[src/sohc_pkg.sv]
package sohc_pkg;

    localparam int SAMPLE_BITS = 16;
    localparam int NUM_BINS    = 1 << SAMPLE_BITS;
    localparam int DATA_W      = 16;
    localparam int COUNT_W     = 16;
    localparam int WEIGHT_W    = 32;
    localparam int SUM_W       = 48;
    localparam int PROD_W      = 32;
    localparam int FRAC_BITS   = 8;
    localparam int MEAN_W      = 24;
    localparam int DVD_W       = SUM_W + FRAC_BITS;
    localparam int DIV_STEPS   = MEAN_W;
    localparam int STEP_W      = $clog2(DIV_STEPS);

    localparam int QUEUE_DEPTH = 4;
    localparam int QPTR_W      = $clog2(QUEUE_DEPTH);
    localparam int QCNT_W      = $clog2(QUEUE_DEPTH + 1);

    localparam logic signed [DATA_W-1:0]  MIN_RESET = 16'sh7FFF;
    localparam logic signed [DATA_W-1:0]  MAX_RESET = -16'sh8000;
    localparam logic [COUNT_W-1:0]        THR_RESET = 16'd1;
    localparam logic [COUNT_W-1:0]        COUNT_MAX = '1;
    localparam logic [SAMPLE_BITS-1:0]    BIN_MSB   = {1'b1, {(SAMPLE_BITS-1){1'b0}}};

    typedef logic [SAMPLE_BITS-1:0] bin_addr_t;

    // one queued command: a sample bin or a finish request
    typedef struct packed {
        logic      finish;
        bin_addr_t addr;
    } cmd_t;

    typedef struct packed {
        logic pop;
        logic clearing;
    } back_ctl_t;

    typedef struct packed {
        logic                start;
        logic                neg;
        logic [SUM_W-1:0]    mag;
        logic [WEIGHT_W-1:0] divisor;
    } div_req_t;

    typedef struct packed {
        logic                     done;
        logic signed [MEAN_W-1:0] quotient;
    } div_rsp_t;

    typedef enum logic [2:0] {
        ST_CLEAR,
        ST_IDLE,
        ST_INC,
        ST_SCAN,
        ST_DRAIN,
        ST_DIV,
        ST_DONE
    } back_state_t;

    // bin address read as a signed reading, widened to the data width
    function automatic logic signed [DATA_W-1:0] bin_value(input bin_addr_t addr);
        logic signed [SAMPLE_BITS-1:0] v;
        v = $signed(addr);
        return DATA_W'(v);
    endfunction

endpackage

[src/sohc_front.sv]
module sohc_front
    import sohc_pkg::*;
(
    input  logic                     clk,
    input  logic                     rst_n,
    input  logic                     in_valid,
    output logic                     in_stall,
    input  logic                     kind,
    input  logic signed [DATA_W-1:0] sample,
    input  back_ctl_t                ctl,
    output logic                     cmd_valid,
    output cmd_t                     cmd
);

    cmd_t              queue_reg [QUEUE_DEPTH];
    logic [QPTR_W-1:0] wr_ptr_reg, wr_ptr_next;
    logic [QPTR_W-1:0] rd_ptr_reg, rd_ptr_next;
    logic [QCNT_W-1:0] count_reg, count_next;
    logic              full;
    logic              push;
    logic              pop;
    cmd_t              entry;

    assign full      = count_reg == QCNT_W'(QUEUE_DEPTH);
    assign in_stall  = full || ctl.clearing;
    assign push      = in_valid && !in_stall;
    assign cmd_valid = count_reg != '0;
    assign pop       = ctl.pop && cmd_valid;
    assign cmd       = queue_reg[rd_ptr_reg];

    // classify the entry: the low SAMPLE_BITS bits of the reading, here all of it, select a bin
    assign entry.finish = kind;
    assign entry.addr   = sample[SAMPLE_BITS-1:0];

    always_comb
    begin
        wr_ptr_next = push ? wr_ptr_reg + 1'b1 : wr_ptr_reg;
        rd_ptr_next = pop ? rd_ptr_reg + 1'b1 : rd_ptr_reg;
        unique case ({push, pop})
            2'b10:   count_next = count_reg + 1'b1;
            2'b01:   count_next = count_reg - 1'b1;
            default: count_next = count_reg;
        endcase
    end

    always_ff @(posedge clk or negedge rst_n)
    begin
        if (!rst_n)
        begin
            wr_ptr_reg <= '0;
            rd_ptr_reg <= '0;
            count_reg  <= '0;
        end
        else
        begin
            wr_ptr_reg <= wr_ptr_next;
            rd_ptr_reg <= rd_ptr_next;
            count_reg  <= count_next;
        end
    end

    always_ff @(posedge clk)
    begin
        if (push)
        begin
            queue_reg[wr_ptr_reg] <= entry;
        end
    end

endmodule

[config.mk]
export PLATFORM = sky130hd
export DESIGN_NAME = sohc_front
export DESIGN_NICKNAME = d
export VERILOG_FILES = /design/src/sohc_pkg.sv /design/src/sohc_front.sv
export SDC_FILE = /design/constraint.sdc
export NUM_CORES = 1
export LEC_CHECK = 0
export ABC_AREA = 1
export BUFFER_PORTS_ARGS = -buffer_cell sky130_fd_sc_hd__buf_2
export CELL_PAD_IN_SITES_DETAIL_PLACEMENT = 2
export CELL_PAD_IN_SITES_GLOBAL_PLACEMENT = 2
export CORE_MARGIN = 1
export CORE_UTILIZATION = 35
export DETAILED_ROUTE_END_ITERATION = 12
export PLACE_DENSITY_LB_ADDON = 0.1
export SYNTH_ARGS = -nofsm -noshare
export SYNTH_HDL_FRONTEND = slang
export SYNTH_SLANG_ARGS = --single-unit
[constraint.sdc]
create_clock -name clk -period 1.9 [get_ports clk]
set_clock_uncertainty 0.15 [all_clocks]
set_input_delay 0.095 -clock clk [delete_from_list [all_inputs] [get_ports clk]]
set_output_delay 0.095 -clock clk [all_outputs]
set_load 0.05 [all_outputs]
* Yosys cells after proc, flatten, opt, wreduce, memory -nomap -nowiden
Memory sizes are Yosys's and may differ from the RTL's.
Index checks and enable logic that the tools add are counted.
** Cells by class
- Mux-type cells :: 3
- Reduce and logical (&&, ||, !) cells :: 6
- $add $sub $neg :: 4
- Equality and inequality tests :: 3
** Operator list (number)
- $pmux W3 S2 :: 1
- $add A2 B1 Y2 const B :: 2
- $add A3 B1 Y3 const B :: 1
- $eq A3 B3 Y1 const B :: 1
- $reduce_bool A3 Y1 :: 1
- $sub A3 B1 Y3 const B :: 1
- $eq A2 B1 Y1 const B :: 1
- $eq A2 B2 Y1 const B :: 1
- $logic_and A1 B1 Y1 :: 2
- $mux W1 :: 2
- $reduce_bool A2 Y1 :: 1
- $logic_not A1 Y1 :: 1
- $logic_or A1 B1 Y1 :: 1
** Word-level totals
- Memories kept :: 1
- RAM bits :: 68
- Word-level logic and storage cells :: 20
- Flip-flop bits (word level) :: 7
- Bits of input ports :: 22
** Memory list
- queue_reg :: words 4, bits a word 17, read ports 1, clocked after memory_dff 0, write ports 1, RTL line sohc_front.sv:15 : cmd_t queue_reg [QUEUE_DEPTH];

* Logic depth before layout (Yosys ltp)
Gate-level depths: netlist of run 1.
- Depth in word-level cells :: 6
- Mapped depth :: 12
- Gate-level depth less buffers :: 12

* Worst setup path before layout of run 1
Ideal clock, no wire load.
- Path kind :: flip-flop to flip-flop
- From :: register count_reg[0]
- To :: register count_reg[1]
- Setup time :: 0.083 ns
- Data required time :: 1.667 ns
- Path buffers :: 0
- Slack :: -0.239 ns
- Arrival :: 1.906 ns
- Cell stages (with the launch flop) :: 9
- Cells stage by stage :: dfrtp_1 > nor2_2 > nand2_1 > nand2_1 > inv_1 > ha_1 > inv_1 > fa_1 > o21ai_0
** RTL lines
- start: declaration :: RTL line sohc_front.sv:18 : logic [QCNT_W-1:0] count_reg, count_next;
- start signal: assignment :: RTL line sohc_front.sv:58 : count_reg <= count_next;
- $reduce_bool A3 Y1 * :: RTL line sohc_front.sv:27 : assign cmd_valid = count_reg != '0;
- named net cmd_valid :: RTL line sohc_front.sv:11 : output logic cmd_valid,
- $logic_and A1 B1 Y1 * :: RTL line sohc_front.sv:28 : assign pop = ctl.pop && cmd_valid;
- named net pop :: RTL line sohc_front.sv:21 : logic pop;
- $eq A2 B1 Y1 / $eq A2 B2 Y1 (equally long branches) :: RTL line sohc_front.sv:39 : unique case ({push, pop})
- $pmux W3 S2 / $reduce_bool A2 Y1 (equally long branches)
Mark *: on every way through the listed nets, which the timed path passes. The rest lies on a longest branch.
A chain may end at the register's enable or synchronous reset.

==> flow_metrics.tcl, run 1 <==
set metrics [dict create \
    grt_use_total 0.167 \
    worstPathRequired_ns 1.65 \
    antenna_found_initial 0 \
    synth-seq-area-share 0.715 \
    fillers 823 \
    detail_route.wl_per_cell_um 16.2 \
    ys_types 22 \
    timing.max_cap.violations 0 \
    r2r_end "count_reg[1]$_DFFE_PN0P_" \
    dp.final_hpwl_mm 4.38 \
    setup_ws_ns 0.0737 \
    clock.fmax_mhz 548 \
    worstSetupStartpointType "register" \
    netlist_instances 243 \
    synth_compound_area_frac 0.0840 \
    core-area_um2 8380 \
    gp_congestion 0.720 \
    cts_tree "done" \
    synth_top_area_share 0.659 \
    combPwrFrac 0.512 \
    clock_sinks 75 \
    swShare 0.442 \
    p_sw_mw 2.89 \
    ys_ff_latch 75 \
    syn-mean-instance-area_um2 12.8 \
    pre_cts_slack_ns -0.0695 \
    grt_pass1_wl_mm 10.8 \
    synth_area_um2 3100 \
    end_kind "output port" \
    nets 352 \
    grt_max_degree 37 \
    io_buffer_count 40 \
    drtAntennaViolNets 0 \
    synthXorXnorAreaFrac 0.00283 \
    clkTransAtPathRegs_ns 0.08 \
    yosys_warnings 0 \
    synthAdderAreaFrac 0.0266 \
    hold_viol 0 \
    yosys.area.top_type "edfxtp_1" \
    firstDrtPassIters 4 \
    yosysMostFrequentCell "edfxtp_1" \
    largest_reg_flops 68 \
    finalCritPeriodShare 0.961 \
    min_path_cells 2 \
    crit_arrival_ns 1.58 \
    slew_headroom 0.754 \
    reg2reg_slack_ns 0.08 \
    initial_core_util 0.370 \
    synth_top_family_by_area "simple AND/OR/NAND/NOR gates" \
    status "complete, no violations" \
    die_h_um 96.1 \
    final.setup.tns_ns 0 \
    clkPwrFrac 0.161 \
    drt_iter0_markers 42 \
    crit_type "register to output port" \
    die_area_um2 9240 \
    final_util 0.482 \
    area_growth_syn_to_layout_pct 30.4 \
    cp_max_fo 11 \
    drt-total-wl_mm 7.05 \
    reg2reg_from "count_reg[1]$_DFFE_PN0P_" \
    clk_latency_ns 0.34 \
    ctsHtreeMaxLevel 3 \
    die_w_um 96.1 \
    post-route-min-period_ns 1.83 \
    clock-root-buffer "clkbuf_8" \
    drive_above_1_share 0.283 \
    rows 33 \
    synth_mux_area_frac 0 \
    slew_violations 0 \
    dr_total_vias 2081 \
    ios 41 \
    via_per_inst 4.79 \
    reg2regPathDepth 8 \
    synth_common_cells "edfxtp_1, nor2_1, o21ai_1" \
    grt-ovfl-total 0 \
    worst_pin_slew_ns 0.368 \
    synthArstFlopShare 0.0933 \
    cts_made_buffers 9 \
    hp-start "sample[4]" \
    drc 0 \
    synth_ff_type "edfxtp_1" \
    finalSetupViolCount 0 \
    synthTopCellsByArea "edfxtp_1, o21ai_1, nor2_1" \
    leakagePower_nw 1.53 \
    syn_nets 271 \
    synthSimpleGateAreaFrac 0.110 \
    p_seq_frac 0.327 \
    power_density_nw_per_um2 1620 \
    antennaDiodeCount 0 \
    synth_edf_count 68 \
    first_global_vias 2189 \
    min_delay_worst_endpoint "queue_reg[1][4]$_DFFE_PP_" \
    clk_path_buf_depth 2 \
    holdCritPathClass "input port to register" \
    p_int_mw 3.65 \
    vdd_drop_max_mv 0.619 \
]
-- power groups by stage --
stage | clock network [mW] | registers, mW | logic [mW]
2_1_floorplan | 0 | 2.15 | 2.25
3_3_place_gp | 0 | 2.20 | 2.83
3_5_place_dp | 0 | 2.21 | 2.90
4_1_cts | 1.10 | 2.18 | 3.16
5_1_grt | 1.15 | 2.16 | 3.61
6_report | 1.05 | 2.14 | 3.34
-- logic make-up after synthesis --
| family | after synthesis |
|---|---|
| simple gates | 83 |
| flops | 75 |
| compound gates | 52 |
| buf+inv | 26 |
| fa+ha+maj | 6 |
| xor+xnor | 1 |
-- how the worst max path moves through the flow --
| stage | from | slack (ns) | depth (start not counted) | endpoint |
|---|---|---|---|---|
| 3_5_place_dp | count_reg[0]$_DFFE_PN0P_ | -0.07 | 8 | count_reg[1]$_DFFE_PN0P_ |
| 4_1_cts | rd_ptr_reg[0]$_DFFE_PN0P_ | -0.04 | 4 | cmd[15] |
| 3_3_place_gp | count_reg[0]$_DFFE_PN0P_ | 0.04 | 10 | count_reg[2]$_DFFE_PN0P_ |
| 5_1_grt | rd_ptr_reg[1]$_DFFE_PN0P_ | -0.006 | 6 | cmd[10] |
| 2_1_floorplan | count_reg[0]$_DFFE_PN0P_ | -0.05 | 4 | queue_reg[0][0]$_DFFE_PP_ |
| 6_report | rd_ptr_reg[0]$_DFFE_PN0P_ | 0.07 | 7 | cmd[13] |
-- placed cells by master (no fill, tap or decap), types with 2 or more instances in the layout --
cell	synthesis	layout
inv_1	14	13
buf_12	1	7
clkinvlp_4	0	3
edfxtp_1	68	68
buf_6	5	6
clkbuf_8	0	9
buf_2	0	23
nor2_1	53	47
clkinv_1	0	2
nand2_1	18	15
o21ai_0	7	6
buf_4	1	20
inv_2	1	2
nand2_2	2	3
nor2_2	3	8
o21ai_1	45	45
nand4_1	3	3
nand2_4	0	2
dlygate4sd3_1	0	23
dfrtp_1	7	6
ha_1	5	4
nand3_1	3	3
-- layer usage --
metal  global-route usage  wire [um]  vias to the layer above  share of wire
li1                     -          -                     1010              -
met1                0.191       3010                     1030           0.43
met2                0.301       3760                       31           0.53
met3               0.0348        165                       10          0.023
met4               0.0709        110                        0          0.016
met5                    0          0                        -              0
-- worst max-delay path: stages, from the launching register on --
cell,delay (ns)
dfrtp_2,0.42
buf_12,0.15
buf_12,0.14
nor2_1,0.11
nor2_1,0.05
o21ai_1,0.08
o21ai_1,0.09
buf_4,0.19
-- through the flow --
stage / hold WS [ns] / std cells / area [um2] / power, mW
floorplan: -0.351 / 243 / 3110 / 4.40
global placement: -0.206 / 391 / 3500 / 5.03
detailed placement: -0.205 / 391 / 3500 / 5.11
CTS: 0.318 / 432 / 3970 / 6.44
global route: 0.347 / 434 / 4040 / 6.93
finish: 0.347 / 434 / 4040 / 6.54
-- final cells by class --
class / instances / area [um2] / share of cell area
repair buffers: 80 / 711 / 0.176
inverters: 16 / 72.6 / 0.0180
well taps: 105 / 131 / 0.0325
multi-input cells: 142 / 739 / 0.183
clock buffers: 9 / 124 / 0.0307
flip-flops and latches: 75 / 2220 / 0.549
clock inverters: 7 / 43.8 / 0.0108
-- timing repair --
item / CTS / global route
pin swaps: 0 / 1
hold endpoints to repair: 79 / 0
endpoints found under the setup margin: 19 / 19
hold buffers: 23 / 0
resized for setup: 20 / 18
gates cloned: 0 / 0
setup buffers: 2 / 2
Power figures use the tool's default switching activity.
==> run 2: changes to the inputs <==
--- a/config.mk
+++ b/config.mk
@@ -9,7 +9,7 @@
 export BUFFER_PORTS_ARGS = -buffer_cell sky130_fd_sc_hd__buf_2
 export CELL_PAD_IN_SITES_DETAIL_PLACEMENT = 2
 export CELL_PAD_IN_SITES_GLOBAL_PLACEMENT = 2
-export CORE_MARGIN = 1
+export CORE_MARGIN = 2
 export CORE_UTILIZATION = 35
 export DETAILED_ROUTE_END_ITERATION = 12
 export PLACE_DENSITY_LB_ADDON = 0.1
==> run 2 against run 1 <==
Net effect: the run now ends with negative setup slack left; critical endpoint is now count_reg[2]$_DFFE_PN0P_; setup slack worse by 0.11 ns; cell count up 4.8%; critical path depth up 4.
==> flow_metrics.tcl, run 2 (synthesized netlist as in run 1, its figures left out) <==
set metrics [dict create \
    crit_slowest_cell "dfrtp_1" \
    grt_pass1_wl_mm 12.2 \
    crit_type "register to register" \
    drt-total-wl_mm 8.68 \
    worstSetupStartpointType "register" \
    rows 34 \
    power_density_nw_per_um2 1720 \
    setup_ws_ns -0.0350 \
    first_global_vias 2300 \
    holdCritPathClass "input port to register" \
    clk_latency_ns 0.35 \
    timing.max_cap.violations 0 \
    crit_arrival_ns 2.03 \
    clock-root-buffer "clkbuf_8" \
    firstDrtPassIters 4 \
    nets 370 \
    clkTransAtPathRegs_ns 0.08 \
    largest_reg_flops 68 \
    dp.final_hpwl_mm 4.16 \
    final_util 0.511 \
    io_buffer_count 40 \
    vdd_drop_max_mv 0.794 \
    ctsHtreeMaxLevel 3 \
    gp_congestion 0.726 \
    detail_route.wl_per_cell_um 19.1 \
    slew_headroom 0.598 \
    hold_viol 0 \
    finalCritPeriodShare 1.02 \
    post-route-min-period_ns 1.93 \
    clock_sinks 75 \
    drt_iter0_markers 101 \
    worst_pin_slew_ns 0.601 \
    drtAntennaViolNets 0 \
    violations "negative setup slack" \
    grt_max_degree 36 \
    final_cells 455 \
    core-area_um2 8640 \
    mostFrequentLayoutCells "edfxtp_1, nor2_1, o21ai_1, buf_4, buf_2" \
    clock.fmax_mhz 517 \
    die_area_um2 9620 \
    status "complete, but fails checks" \
    ios 41 \
    initial_core_util 0.359 \
    placed_cells 397 \
    max_stage_delay_ns 0.40 \
    final_common_cell "edfxtp_1" \
    grt-ovfl-total 0 \
    grt_use_total 0.171 \
    rsz0062_at_grt "yes" \
    cts_tree "done" \
    antennaDiodeCount 0 \
    drc 0 \
    cts_made_buffers 9 \
    antenna_found_initial 0 \
    clk_path_buf_depth 2 \
    slew_violations 0 \
    worstPathRequired_ns 1.99 \
    finalSetupViolCount 2 \
    area_growth_syn_to_layout_pct 42.4 \
    finalPower_mw 7.60 \
    drive_above_1_share 0.401 \
    dr_total_vias 2213 \
    die_h_um 98.1 \
    end_kind "register" \
    cp_max_fo 2 \
    path_cells "nor2_2, nand2_2, nand3_4, buf_6, ha_4, inv_4, fa_2, nand2_2, nand3_2, nand2_1, nand2_1" \
    via_per_inst 4.86 \
    leakagePower_nw 1.68 \
    die_w_um 98.1 \
]
-- run 2: cell count changes in the layout (fill, tap and decap cells not counted), moves of 2 or more --
cell           change
inv_1              -3
buf_6             +14
dlygate4sd3_1      -2
o21ai_2           +11
buf_12             -3
nor2_4             +3
inv_2              +2
buf_4              +6
clkinv_16          +2
o21ai_1            -8
clkbuf_16          +2
o21ai_0            -3
nor2_1            -10
nor2_2             +7
-- run 2: worst paths after layout --
| check | from | to | slack (ns) | cells after the start |
|---|---|---|---|---|
| hold / removal | ctl[0] | wr_ptr_reg[1]$_DFFE_PN0P_ | 0.09 | 5 |
| setup reg to reg | count_reg[0]$_DFFE_PN0P_ | count_reg[2]$_DFFE_PN0P_ | -0.03 | 11 |
| min in group asynchronous | rst_n | count_reg[0]$_DFFE_PN0P_ | 0.60 | 3 |
| setup / recovery | count_reg[0]$_DFFE_PN0P_ | count_reg[2]$_DFFE_PN0P_ | -0.03 | 11 |
| hold reg to reg | rd_ptr_reg[1]$_DFFE_PN0P_ | rd_ptr_reg[1]$_DFFE_PN0P_ | 0.42 | 2 |
| max in group asynchronous | rst_n | rd_ptr_reg[0]$_DFFE_PN0P_ | 0.69 | 3 |
-- run 2: repair_timing --
action | 4_1_cts | 5_1_grt
endpoints found under the hold margin | 79 | 0
buffers inserted | 3 | 13
hold buffers | 21 | 0
cloned | 2 | 3
pin swaps | 5 | 15
resized for setup | 31 | 66
setup endpoints to repair | 53 | 36
-- run 2: cell type report --
| type | count | area [um2] |
|---|---|---|
| fill | 852 | 4220 |
| sequential | 75 | 2220 |
| timing repair buffer | 97 | 903 |
| multi-input combinational | 142 | 846 |
| tap | 108 | 135 |
| clock buffer | 10 | 128 |
| inverter | 16 | 88.8 |
| clock inverter | 6 | 65.1 |
| timing repair inverter | 1 | 30.0 |
-- run 2: per-layer routing --
metal	wire [um]	up-vias	track usage
met5	0	-	0
met4	150	0	0.0577
met3	270	12	0.0394
met2	4430	45	0.292
met1	3820	1110	0.215
li1	-	1046	-
-- run 2: where the power goes --
| part | switching [mW] | total, mW | internal (mW) |
|---|---|---|---|
| Combinational | 2.60 | 4.22 | 1.62 |
| Sequential | 0.114 | 2.15 | 2.03 |
| Clock | 0.619 | 1.23 | 0.607 |
-- run 2: metrics by stage --
step                      hold slack [ns]  TNS, ns  instance area [um2]  setup WS (ns)
final                              0.0858  -0.0450                 4410        -0.0350
after global placement             -0.205    -3.77                 3480         -0.110
after CTS                          0.0604  -0.0137                 4040        -0.0137
after floorplan                    -0.351    -3.21                 3110        -0.0472
after global routing               0.0962   -0.886                 4410         -0.112
after detailed placement           -0.205    -7.10                 3480         -0.203
-- run 2: worst max-delay path, delay by kind of cell (launching register included) --
kind,cells,cell delay [ns]
and+or+nand+nor,7,0.63
DFF,1,0.40
buffers and inverters,2,0.14
adders and majority gates,2,0.50
